`src/rtl/core/rrts_pkg.sv`:
```
// ----------------------------------------------------------------------------
// rrts_pkg: shared types and constants of the round-robin task scheduler
// Slot table geometry, request and result structs, codes and FSM states.
// ----------------------------------------------------------------------------
package rrts_pkg;

  // Table geometry
  localparam int NUM_SLOTS  = 64;
  localparam int SLOT_W     = $clog2(NUM_SLOTS);
  localparam int CNT_W      = $clog2(NUM_SLOTS + 1);
  localparam int TASK_ID_W  = 6;
  localparam int SLICE_W    = 8;

  // Slice given to slot 0 at reset
  localparam logic [SLICE_W-1:0] INIT_SLICE = SLICE_W'(2);

  typedef enum logic [1:0] {
    ACT_ALLOC  = 2'd0,
    ACT_RUN    = 2'd1,
    ACT_SLEEP  = 2'd2,
    ACT_SWITCH = 2'd3
  } action_t;

  typedef enum logic [1:0] {
    STAT_OK        = 2'd0,
    STAT_NO_SLOT   = 2'd1,
    STAT_NO_EFFECT = 2'd2
  } status_t;

  typedef enum logic [1:0] {
    SLOT_FREE  = 2'd0,
    SLOT_ALLOC = 2'd1,
    SLOT_RUN   = 2'd2
  } slot_state_t;

  typedef enum logic [3:0] {
    ST_IDLE,
    ST_ALLOC_SCAN,
    ST_RUN_RD,
    ST_SW_LIST,
    ST_SW_SLOT,
    ST_SLP_RD,
    ST_SLP_SCAN,
    ST_SLP_END,
    ST_SLP_JMP,
    ST_RESP
  } fsm_state_t;

  typedef struct packed {
    action_t                action;
    logic [TASK_ID_W-1:0]   task_id;
    logic [SLICE_W-1:0]     priority_req;
  } req_t;

  typedef struct packed {
    status_t                status;
    logic [TASK_ID_W-1:0]   task_id_res;
    logic [SLICE_W-1:0]     slice;
    logic                   jump;
  } res_t;

  // One slot table entry
  typedef struct packed {
    slot_state_t            st;
    logic [SLICE_W-1:0]     slice;
  } slot_ent_t;

endpackage

```
`src/rtl/core/round_robin_task_scheduler.sv`:
```
// Each request ends in a response state that loads the result into the output
//   register once that register is free.
// Throughput: one request at a time; allocate walks the slot table and sleep
//   walks the run list, one entry per cycle through a single memory read port.
// Reset: synchronous, active low. Table entries carry valid bits, so the
//   block takes requests in the first cycle after reset with no clearing pass.
// ----------------------------------------------------------------------------
// round_robin_task_scheduler
// Round-robin scheduler over a slot table and a compacted run list, both
// kept in single-port-read synchronous memories with read-modify-write.
// ----------------------------------------------------------------------------
module round_robin_task_scheduler (
  input  logic           clk,
  input  logic           rst_n,
  input  logic           in_valid,
  output logic           in_ready,
  input  rrts_pkg::req_t in_req,
  output logic           out_valid,
  input  logic           out_ready,
  output rrts_pkg::res_t out_res
);

  localparam int SW = rrts_pkg::SLOT_W;
  localparam int CW = rrts_pkg::CNT_W;

  // Slot table memory and its valid bits
  rrts_pkg::slot_ent_t            slot_mem [rrts_pkg::NUM_SLOTS];
  logic [rrts_pkg::NUM_SLOTS-1:0] slot_vld_r;
  logic                           slot_rd_en;
  logic [SW-1:0]                  slot_rd_addr;
  logic                           slot_we;
  logic [SW-1:0]                  slot_wr_addr;
  rrts_pkg::slot_ent_t            slot_wr_data;
  rrts_pkg::slot_ent_t            slot_q_r;
  logic                           slot_q_vld_r;
  logic                           slot_q_zero_r;
  rrts_pkg::slot_ent_t            slot_q;

  // Run list memory
  logic [SW-1:0]                  rl_mem [rrts_pkg::NUM_SLOTS];
  logic                           rl_rd_en;
  logic [SW-1:0]                  rl_rd_addr;
  logic                           rl_we;
  logic [SW-1:0]                  rl_wr_addr;
  logic [SW-1:0]                  rl_wr_data;
  logic [SW-1:0]                  rl_q_r;
  logic                           rl_q_clr_r;
  logic                           rl0_wr_r;
  logic [SW-1:0]                  rl_q;

  // Control state
  rrts_pkg::fsm_state_t state_r, state_nxt;
  logic [CW-1:0]        count_r, count_nxt;
  logic [SW-1:0]        cur_r, cur_nxt;
  logic [SW-1:0]        idx_r, idx_nxt;
  logic [SW-1:0]        pos_r, pos_nxt;
  logic [SW-1:0]        id_r, id_nxt;
  logic [rrts_pkg::SLICE_W-1:0] prio_r, prio_nxt;
  logic                 found_r, found_nxt;
  logic                 hit_cur_r, hit_cur_nxt;
  rrts_pkg::res_t       res_r, res_nxt;
  logic                 out_valid_r;
  rrts_pkg::res_t       out_res_r;
  logic                 out_load;

  // Scratch values of the next-state logic
  logic [CW-1:0]        cur_inc;
  logic [CW-1:0]        cnt_n;
  logic [SW-1:0]        cur_a;
  logic [SW-1:0]        cur_b;
  logic                 append;
  logic                 rl_hit;

  // Slot table: one write, one registered read
  always_ff @(posedge clk) begin
    if (slot_we) begin
      slot_mem[slot_wr_addr] <= slot_wr_data;
    end
    if (slot_rd_en) begin
      slot_q_r      <= slot_mem[slot_rd_addr];
      slot_q_vld_r  <= slot_vld_r[slot_rd_addr];
      slot_q_zero_r <= (slot_rd_addr == '0);
    end
  end

  always_ff @(posedge clk) begin
    if (!rst_n) begin
      slot_vld_r <= '0;
    end else if (slot_we) begin
      slot_vld_r[slot_wr_addr] <= 1'b1;
    end
  end

  // Never-written entries read as their reset value
  always_comb begin
    if (slot_q_vld_r) begin
      slot_q = slot_q_r;
    end else if (slot_q_zero_r) begin
      slot_q = '{st: rrts_pkg::SLOT_RUN, slice: rrts_pkg::INIT_SLICE};
    end else begin
      slot_q = '{st: rrts_pkg::SLOT_FREE, slice: '0};
    end
  end

  // Run list: one write, one registered read
  always_ff @(posedge clk) begin
    if (rl_we) begin
      rl_mem[rl_wr_addr] <= rl_wr_data;
    end
    if (rl_rd_en) begin
      rl_q_r     <= rl_mem[rl_rd_addr];
      rl_q_clr_r <= (rl_rd_addr == '0) && !rl0_wr_r;
    end
  end

  // Entry 0 holds slot 0 until first written
  always_ff @(posedge clk) begin
    if (!rst_n) begin
      rl0_wr_r <= 1'b0;
    end else if (rl_we && (rl_wr_addr == '0)) begin
      rl0_wr_r <= 1'b1;
    end
  end

  assign rl_q = rl_q_clr_r ? '0 : rl_q_r;

  // Control registers
  always_ff @(posedge clk) begin
    if (!rst_n) begin
      state_r   <= rrts_pkg::ST_IDLE;
      count_r   <= CW'(1);
      cur_r     <= '0;
      found_r   <= 1'b0;
      hit_cur_r <= 1'b0;
    end else begin
      state_r   <= state_nxt;
      count_r   <= count_nxt;
      cur_r     <= cur_nxt;
      found_r   <= found_nxt;
      hit_cur_r <= hit_cur_nxt;
    end
  end

  always_ff @(posedge clk) begin
    idx_r  <= idx_nxt;
    pos_r  <= pos_nxt;
    id_r   <= id_nxt;
    prio_r <= prio_nxt;
    res_r  <= res_nxt;
  end

  // Output register
  always_ff @(posedge clk) begin
    if (!rst_n) begin
      out_valid_r <= 1'b0;
    end else if (out_load) begin
      out_valid_r <= 1'b1;
    end else if (out_ready) begin
      out_valid_r <= 1'b0;
    end
  end

  always_ff @(posedge clk) begin
    if (out_load) begin
      out_res_r <= res_r;
    end
  end

  assign in_ready  = (state_r == rrts_pkg::ST_IDLE);
  assign out_valid = out_valid_r;
  assign out_res   = out_res_r;

  // Next state, memory accesses and result
  always_comb begin
    state_nxt    = state_r;
    count_nxt    = count_r;
    cur_nxt      = cur_r;
    idx_nxt      = idx_r;
    pos_nxt      = pos_r;
    id_nxt       = id_r;
    prio_nxt     = prio_r;
    found_nxt    = found_r;
    hit_cur_nxt  = hit_cur_r;
    res_nxt      = res_r;
    out_load     = 1'b0;
    slot_rd_en   = 1'b0;
    slot_rd_addr = '0;
    slot_we      = 1'b0;
    slot_wr_addr = id_r;
    slot_wr_data = slot_q;
    rl_rd_en     = 1'b0;
    rl_rd_addr   = '0;
    rl_we        = 1'b0;
    rl_wr_addr   = '0;
    rl_wr_data   = id_r;
    cur_inc      = CW'(cur_r) + CW'(1);
    cnt_n        = found_r ? (count_r - CW'(1)) : count_r;
    cur_a        = (found_r && (pos_r < cur_r)) ? (cur_r - SW'(1)) : cur_r;
    cur_b        = (CW'(cur_a) >= cnt_n) ? '0 : cur_a;
    append       = (slot_q.st != rrts_pkg::SLOT_RUN) &&
                   (count_r < CW'(rrts_pkg::NUM_SLOTS));
    rl_hit       = (rl_q == id_r);

    unique case (state_r)
      rrts_pkg::ST_IDLE: begin
        if (in_valid) begin
          id_nxt   = SW'(in_req.task_id);
          prio_nxt = in_req.priority_req;
          res_nxt  = '{status: rrts_pkg::STAT_NO_EFFECT, task_id_res: '0,
                       slice: '0, jump: 1'b0};
          unique case (in_req.action)
            rrts_pkg::ACT_ALLOC: begin
              slot_rd_en   = 1'b1;
              slot_rd_addr = '0;
              idx_nxt      = '0;
              state_nxt    = rrts_pkg::ST_ALLOC_SCAN;
            end
            rrts_pkg::ACT_RUN: begin
              if (int'(in_req.task_id) >= rrts_pkg::NUM_SLOTS) begin
                state_nxt = rrts_pkg::ST_RESP;
              end else begin
                slot_rd_en   = 1'b1;
                slot_rd_addr = SW'(in_req.task_id);
                state_nxt    = rrts_pkg::ST_RUN_RD;
              end
            end
            rrts_pkg::ACT_SLEEP: begin
              if (int'(in_req.task_id) >= rrts_pkg::NUM_SLOTS) begin
                state_nxt = rrts_pkg::ST_RESP;
              end else begin
                slot_rd_en   = 1'b1;
                slot_rd_addr = SW'(in_req.task_id);
                state_nxt    = rrts_pkg::ST_SLP_RD;
              end
            end
            rrts_pkg::ACT_SWITCH: begin
              if (count_r == '0) begin
                state_nxt = rrts_pkg::ST_RESP;
              end else begin
                cur_nxt    = (cur_inc >= count_r) ? '0 : SW'(cur_inc);
                rl_rd_en   = 1'b1;
                rl_rd_addr = (cur_inc >= count_r) ? '0 : SW'(cur_inc);
                state_nxt  = rrts_pkg::ST_SW_LIST;
              end
            end
            default: state_nxt = rrts_pkg::ST_IDLE;
          endcase
        end
      end

      // Pipelined search for the lowest free slot
      rrts_pkg::ST_ALLOC_SCAN: begin
        if (slot_q.st == rrts_pkg::SLOT_FREE) begin
          slot_we      = 1'b1;
          slot_wr_addr = idx_r;
          slot_wr_data = '{st: rrts_pkg::SLOT_ALLOC, slice: slot_q.slice};
          res_nxt      = '{status: rrts_pkg::STAT_OK,
                           task_id_res: rrts_pkg::TASK_ID_W'(idx_r),
                           slice: '0, jump: 1'b0};
          state_nxt    = rrts_pkg::ST_RESP;
        end else if (idx_r == SW'(rrts_pkg::NUM_SLOTS - 1)) begin
          res_nxt   = '{status: rrts_pkg::STAT_NO_SLOT, task_id_res: '0,
                        slice: '0, jump: 1'b0};
          state_nxt = rrts_pkg::ST_RESP;
        end else begin
          slot_rd_en   = 1'b1;
          slot_rd_addr = idx_r + SW'(1);
          idx_nxt      = idx_r + SW'(1);
        end
      end

      // Update slice if one is given, append to the run list if not yet runnable and not full
      rrts_pkg::ST_RUN_RD: begin
        slot_we      = 1'b1;
        slot_wr_addr = id_r;
        slot_wr_data = '{st: append ? rrts_pkg::SLOT_RUN : slot_q.st,
                         slice: (prio_r != '0) ? prio_r : slot_q.slice};
        if (append) begin
          rl_we      = 1'b1;
          rl_wr_addr = SW'(count_r);
          rl_wr_data = id_r;
          count_nxt  = count_r + CW'(1);
        end
        res_nxt   = '{status: ((prio_r != '0) || append) ? rrts_pkg::STAT_OK
                                                        : rrts_pkg::STAT_NO_EFFECT,
                      task_id_res: '0, slice: '0, jump: 1'b0};
        state_nxt = rrts_pkg::ST_RESP;
      end

      // Switch: fetch the selected task, then its slice
      rrts_pkg::ST_SW_LIST: begin
        id_nxt       = rl_q;
        slot_rd_en   = 1'b1;
        slot_rd_addr = rl_q;
        state_nxt    = rrts_pkg::ST_SW_SLOT;
      end

      rrts_pkg::ST_SW_SLOT: begin
        res_nxt   = '{status: rrts_pkg::STAT_OK,
                      task_id_res: rrts_pkg::TASK_ID_W'(id_r),
                      slice: slot_q.slice, jump: (count_r >= CW'(2))};
        state_nxt = rrts_pkg::ST_RESP;
      end

      // Sleep: check the slot, then walk the run list
      rrts_pkg::ST_SLP_RD: begin
        if ((slot_q.st != rrts_pkg::SLOT_RUN) || (count_r == '0)) begin
          state_nxt = rrts_pkg::ST_RESP;
        end else begin
          slot_we      = 1'b1;
          slot_wr_addr = id_r;
          slot_wr_data = '{st: rrts_pkg::SLOT_ALLOC, slice: slot_q.slice};
          rl_rd_en     = 1'b1;
          rl_rd_addr   = '0;
          idx_nxt      = '0;
          found_nxt    = 1'b0;
          hit_cur_nxt  = 1'b0;
          state_nxt    = rrts_pkg::ST_SLP_SCAN;
        end
      end

      // Find the task and shift later entries down by one
      rrts_pkg::ST_SLP_SCAN: begin
        if (rl_hit && (idx_r == cur_r)) begin
          hit_cur_nxt = 1'b1;
        end
        if (found_r) begin
          rl_we      = 1'b1;
          rl_wr_addr = idx_r - SW'(1);
          rl_wr_data = rl_q;
        end else if (rl_hit) begin
          found_nxt = 1'b1;
          pos_nxt   = idx_r;
        end
        if ((CW'(idx_r) + CW'(1)) == count_r) begin
          state_nxt = rrts_pkg::ST_SLP_END;
        end else begin
          rl_rd_en   = 1'b1;
          rl_rd_addr = idx_r + SW'(1);
          idx_nxt    = idx_r + SW'(1);
        end
      end

      // Shrink the list, fix the current index, fetch the new current task if it was the sleeper
      rrts_pkg::ST_SLP_END: begin
        count_nxt = cnt_n;
        res_nxt   = '{status: rrts_pkg::STAT_OK, task_id_res: '0,
                      slice: '0, jump: 1'b0};
        if (hit_cur_r) begin
          cur_nxt = cur_b;
          if (cnt_n != '0) begin
            rl_rd_en   = 1'b1;
            rl_rd_addr = cur_b;
            state_nxt  = rrts_pkg::ST_SLP_JMP;
          end else begin
            state_nxt = rrts_pkg::ST_RESP;
          end
        end else begin
          cur_nxt   = cur_a;
          state_nxt = rrts_pkg::ST_RESP;
        end
      end

      rrts_pkg::ST_SLP_JMP: begin
        res_nxt   = '{status: rrts_pkg::STAT_OK,
                      task_id_res: rrts_pkg::TASK_ID_W'(rl_q),
                      slice: '0, jump: 1'b1};
        state_nxt = rrts_pkg::ST_RESP;
      end

      // Hand the result to the output register when it is free
      rrts_pkg::ST_RESP: begin
        if (!out_valid_r || out_ready) begin
          out_load  = 1'b1;
          state_nxt = rrts_pkg::ST_IDLE;
        end
      end

      default: state_nxt = rrts_pkg::ST_IDLE;
    endcase
  end

  // Run count never exceeds the table size
  a_count_range: assert property (@(posedge clk) disable iff (!rst_n)
    count_r <= CW'(rrts_pkg::NUM_SLOTS))
    else $error("run count above table size");

  // Current index points inside a non-empty run list between requests
  a_cur_in_list: assert property (@(posedge clk) disable iff (!rst_n)
    (state_r == rrts_pkg::ST_IDLE) && (count_r != '0) |-> (CW'(cur_r) < count_r))
    else $error("current index outside run list");

  // An accepted request always starts work
  a_accept_busy: assert property (@(posedge clk) disable iff (!rst_n)
    in_valid && in_ready |=> (state_r != rrts_pkg::ST_IDLE))
    else $error("request accepted without starting work");

  // Leaving the response state always fills the output register
  a_resp_load: assert property (@(posedge clk) disable iff (!rst_n)
    (state_r == rrts_pkg::ST_RESP) && (!out_valid_r || out_ready) |=> out_valid_r)
    else $error("result lost on the way to the output register");

endmodule

```
`config.mk`:
```
export PLATFORM = sky130hd
export DESIGN_NAME = round_robin_task_scheduler
export DESIGN_NICKNAME = d
export VERILOG_FILES = /design/src/rtl/core/rrts_pkg.sv /design/src/rtl/core/round_robin_task_scheduler.sv
export SDC_FILE = /design/constraint.sdc
export NUM_CORES = 2
export LEC_CHECK = 0
export ABC_AREA = 0
export BUFFER_PORTS_ARGS = -buffer_cell sky130_fd_sc_hd__buf_2
export CORE_ASPECT_RATIO = 0.75
export CORE_MARGIN = 2
export CORE_UTILIZATION = 30
export CTS_BUF_LIST = sky130_fd_sc_hd__clkbuf_4 sky130_fd_sc_hd__clkbuf_8 sky130_fd_sc_hd__clkbuf_16
export CTS_CLUSTER_DIAMETER = 80
export DETAILED_ROUTE_END_ITERATION = 16
export GPL_TIMING_DRIVEN = 0
export SYNTH_ARGS = -nofsm -noshare
export SYNTH_HDL_FRONTEND = slang
export SYNTH_SLANG_ARGS = --single-unit
```
`constraint.sdc`:
```
create_clock -name clk -period 5.5 [get_ports clk]
set_input_delay 0.825 -clock clk [delete_from_list [all_inputs] [get_ports clk]]
set_output_delay 0.825 -clock clk [all_outputs]
set_load 0.005 [all_outputs]
```
==> summary.txt <==
Outcome - complete, no violations
Hold Buf Count CTS - 0
Synth async-reset ratio - 0
Io pins - 39
Area grow syn2layout - 16.1%
Total gr overflow - 0
RSZ-0062 raised after global routing - yes
Seq cells post-synth - 1,188
Critical path launch point - state_r[0]
Most frequent cell after synthesis - edfxtp_1
Slew @ Worst Pin - 1.30 ns
Rows - 128
Port bufs - 37
Final hold viol count - 0
Fin util - 0.352
Via Count - 31,700
CTS tree - yes
Slew HR - 0.131
Reg2reg start - state_r[0]
Sequential area share after synthesis - 0.704
First-pass GRT wire length - 214,000 um
Post-DR vias/cell - 5.41
Yosys top cell area share - 0.670
P_leak - 0.0179 uW
Max Cap Viol - 0
FF-to-FF setup slack - 0.01 ns
CTS HTree Levels - 3
Critical Path AT - 5.91 ns
Final #Nets - 3,653
Post-Synthesis Cells - 3,416
Sink Count - 1,188
Dominant synthesized flop cell - edfxtp_1
Vias in the first global route - 29,100
Chip height - 356 um
Top cells by instance count after synthesis - edfxtp_1 (1,103), nand2_1 (310), nor2_1 (306)
Ant. Diodes - 0
Total routed wirelength - 150,000 um
Synthesis Warnings - 0
Iteration-0 DRC Markers - 4,594
Skew final - 0.0440 ns
Power Density - 491 nW/um2
Root Driver - clkbuf_16
DRT Pass-1 Iters - 7
Slew Limit Fails - 0
Post-synthesis cell type count - 85
Layout cell share with drive strength beyond 1 - 0.152
Largest net degree at the start of global routing - 65
Worst-path clk slew - 0.06 ns
R2R Path End - slot_q_r[2]
Clock latency on the worst-skew pair - 0.75 ns
Crit path required time - 5.93 ns
Worst Hold Class - input pin to flip-flop
Mapped Area - 49,400 um2
Total GRT Usage - 0.174
Initial core utilization - 0.303
Detailed Place HPWL - 104,000 um
Worst Reg-to-Reg Cells - 13
Final setup violation count - 0
CP Capture Type - flip-flop
Critical Path Start Type - flip-flop
Final critical-path share of the clock period - 0.998
Number of synthesized flops with an enable pin - 1,103
Setup TNS - 0 ns
DR WL/cell - 25.7 um
Critical Setup Path Class - flip-flop to flip-flop
Syn Area/Cell - 14.5 um2
Max Buffers Root-to-Sink - 3
Synth top area cells - edfxtp_1 (67%), mux2i_1 (5.6%), dfxtp_1 (3.4%), nand2_1 (2.4%), nor2_1 (2.3%)
Initial antenna violation count - 5
Die ar. - 168,000 um2
Syn nets - 3,465
Gpl congestion - 0.958
CTS buffer count - 113
Antenna-violating nets left - 0
Max IR drop VDD - 0.000512 V
Leading area contributor after synthesis - edfxtp_1
Core Area - 163,000 um2
Crit path to - slot_q_r[2]
Setup ws final - 0.0136 ns
Post-place setup slack - -1.64 ns
Overall die width - 473 um
Biggest fanout along the worst timing path - 10
Max Clock Freq - 182 MHz
DRC violation count after routing - 0
Min Tclk post-route - 5.49 ns
## logic make-up after synthesis
group                      after synthesis  synth area share
AOI/OAI and AO/OA                      673            0.0946
buffers and inverters                  239            0.0237
xor gates and xnor gates                41           0.00754
and+or+nand+nor                        886            0.0807
muxes                                  360            0.0816
adders and majority gates               29           0.00734
DFF                                   1188             0.704
## worst min path at each step
stage / slack [ns] / endpoint / cells past startpoint / startpoint
floorplan: 0.40 / out_res[0] / 0 / res_r[0]
global placement: 0.41 / out_res[0] / 0 / res_r[0]
detailed placement: 0.41 / out_res[13] / 0 / res_r[13]
CTS: 0.20 / prio_r[1] / 1 / in_req[1]
global route: 0.23 / prio_r[1] / 1 / in_req[1]
finish: 0.26 / prio_r[1] / 1 / in_req[1]
## worst max-delay path: stages, from the launching register on
cell	delay [ns]
dfxtp_1	0.30
buf_2	0.18
or4b_2	0.70
a21oi_2	0.35
nand2_1	0.42
o21ai_2	0.66
or2_2	0.21
buf_2	0.22
clkbuf_1	0.66
o221ai_1	0.41
o22ai_1	0.28
nor2_1	0.18
a21oi_1	0.32
a21oi_1	0.25
## per-stage QoR
| stage | hold slack (ns) | std cells | instance area, um2 | total power (uW) |
|---|---|---|---|---|
| CTS | 0.205 | 5838 | 57100 | 28000 |
| detailed placement | 0.405 | 5619 | 52900 | 20000 |
| global placement | 0.410 | 5598 | 52300 | 19700 |
| global route | 0.228 | 5847 | 57400 | 29000 |
| floorplan | 0.400 | 3416 | 49400 | 16100 |
| finish | 0.255 | 5847 | 57400 | 28200 |
## per-layer routing
| layer | track usage | share of wire | vias to the layer above |
|---|---|---|---|
| li1 | - | - | 13600 |
| met1 | 0.269 | 0.45 | 16100 |
| met2 | 0.239 | 0.41 | 1780 |
| met3 | 0.0480 | 0.13 | 200 |
| met4 | 0.0384 | 0.019 | 8 |
| met5 | 0 | 0.00037 | - |
## area by class of cell
class | count | area (um2)
fill | 15400 | 106000
sequential | 1188 | 34800
multi-input combinational | 1989 | 13900
clock buffer | 148 | 3150
tap | 2145 | 2680
buffer | 201 | 1240
timing repair buffer | 77 | 733
clock inverter | 65 | 703
inverter | 34 | 131
## what timing repair did
item                                    in CTS  in global routing
pin swaps                                    8                 12
setup buffers                                8                 10
resized for setup                           87                 63
endpoints found under the setup margin      14                 17
## placed cells by master, fill, tap and decap left out, types with 31 or more instances in the layout
cell type / n
a211oi_1: 120
a21oi_1: 105
a31oi_1: 96
and2_1: 86
buf_2: 87
buf_4: 38
clkbuf_1: 92
clkbuf_16: 113
dfxtp_1: 81
edfxtp_1: 1103
mux2_2: 55
mux2i_1: 266
nand2_1: 305
nand3_1: 32
nor2_1: 303
nor3_1: 39
o21a_1: 35
o21ai_0: 43
o221ai_1: 94
o22ai_1: 60
xnor2_1: 31
## sequential cells by signal (all words and copies together) (netlist names), 4 cells and up
register and count:
count_r 7, slot_vld_r 64, prio_r 8, cur_r 6
slot_mem 640, res_r 17, idx_r 6, rl_mem 384
out_res 17, pos_r 6, id_r 6, slot_q_r 10
state_r 4, rl_q_r 6
## power breakdown
group          switching (uW)  leakage, uW  internal [uW]  total [uW]
logic                    6380      0.00529           2120        8500
registers                 171       0.0107          11500       11600
clock network            3490      0.00192           4580        8070
total                   10000       0.0179          18200       28200
No activity file was read; power rests on OpenSTA's default activity.
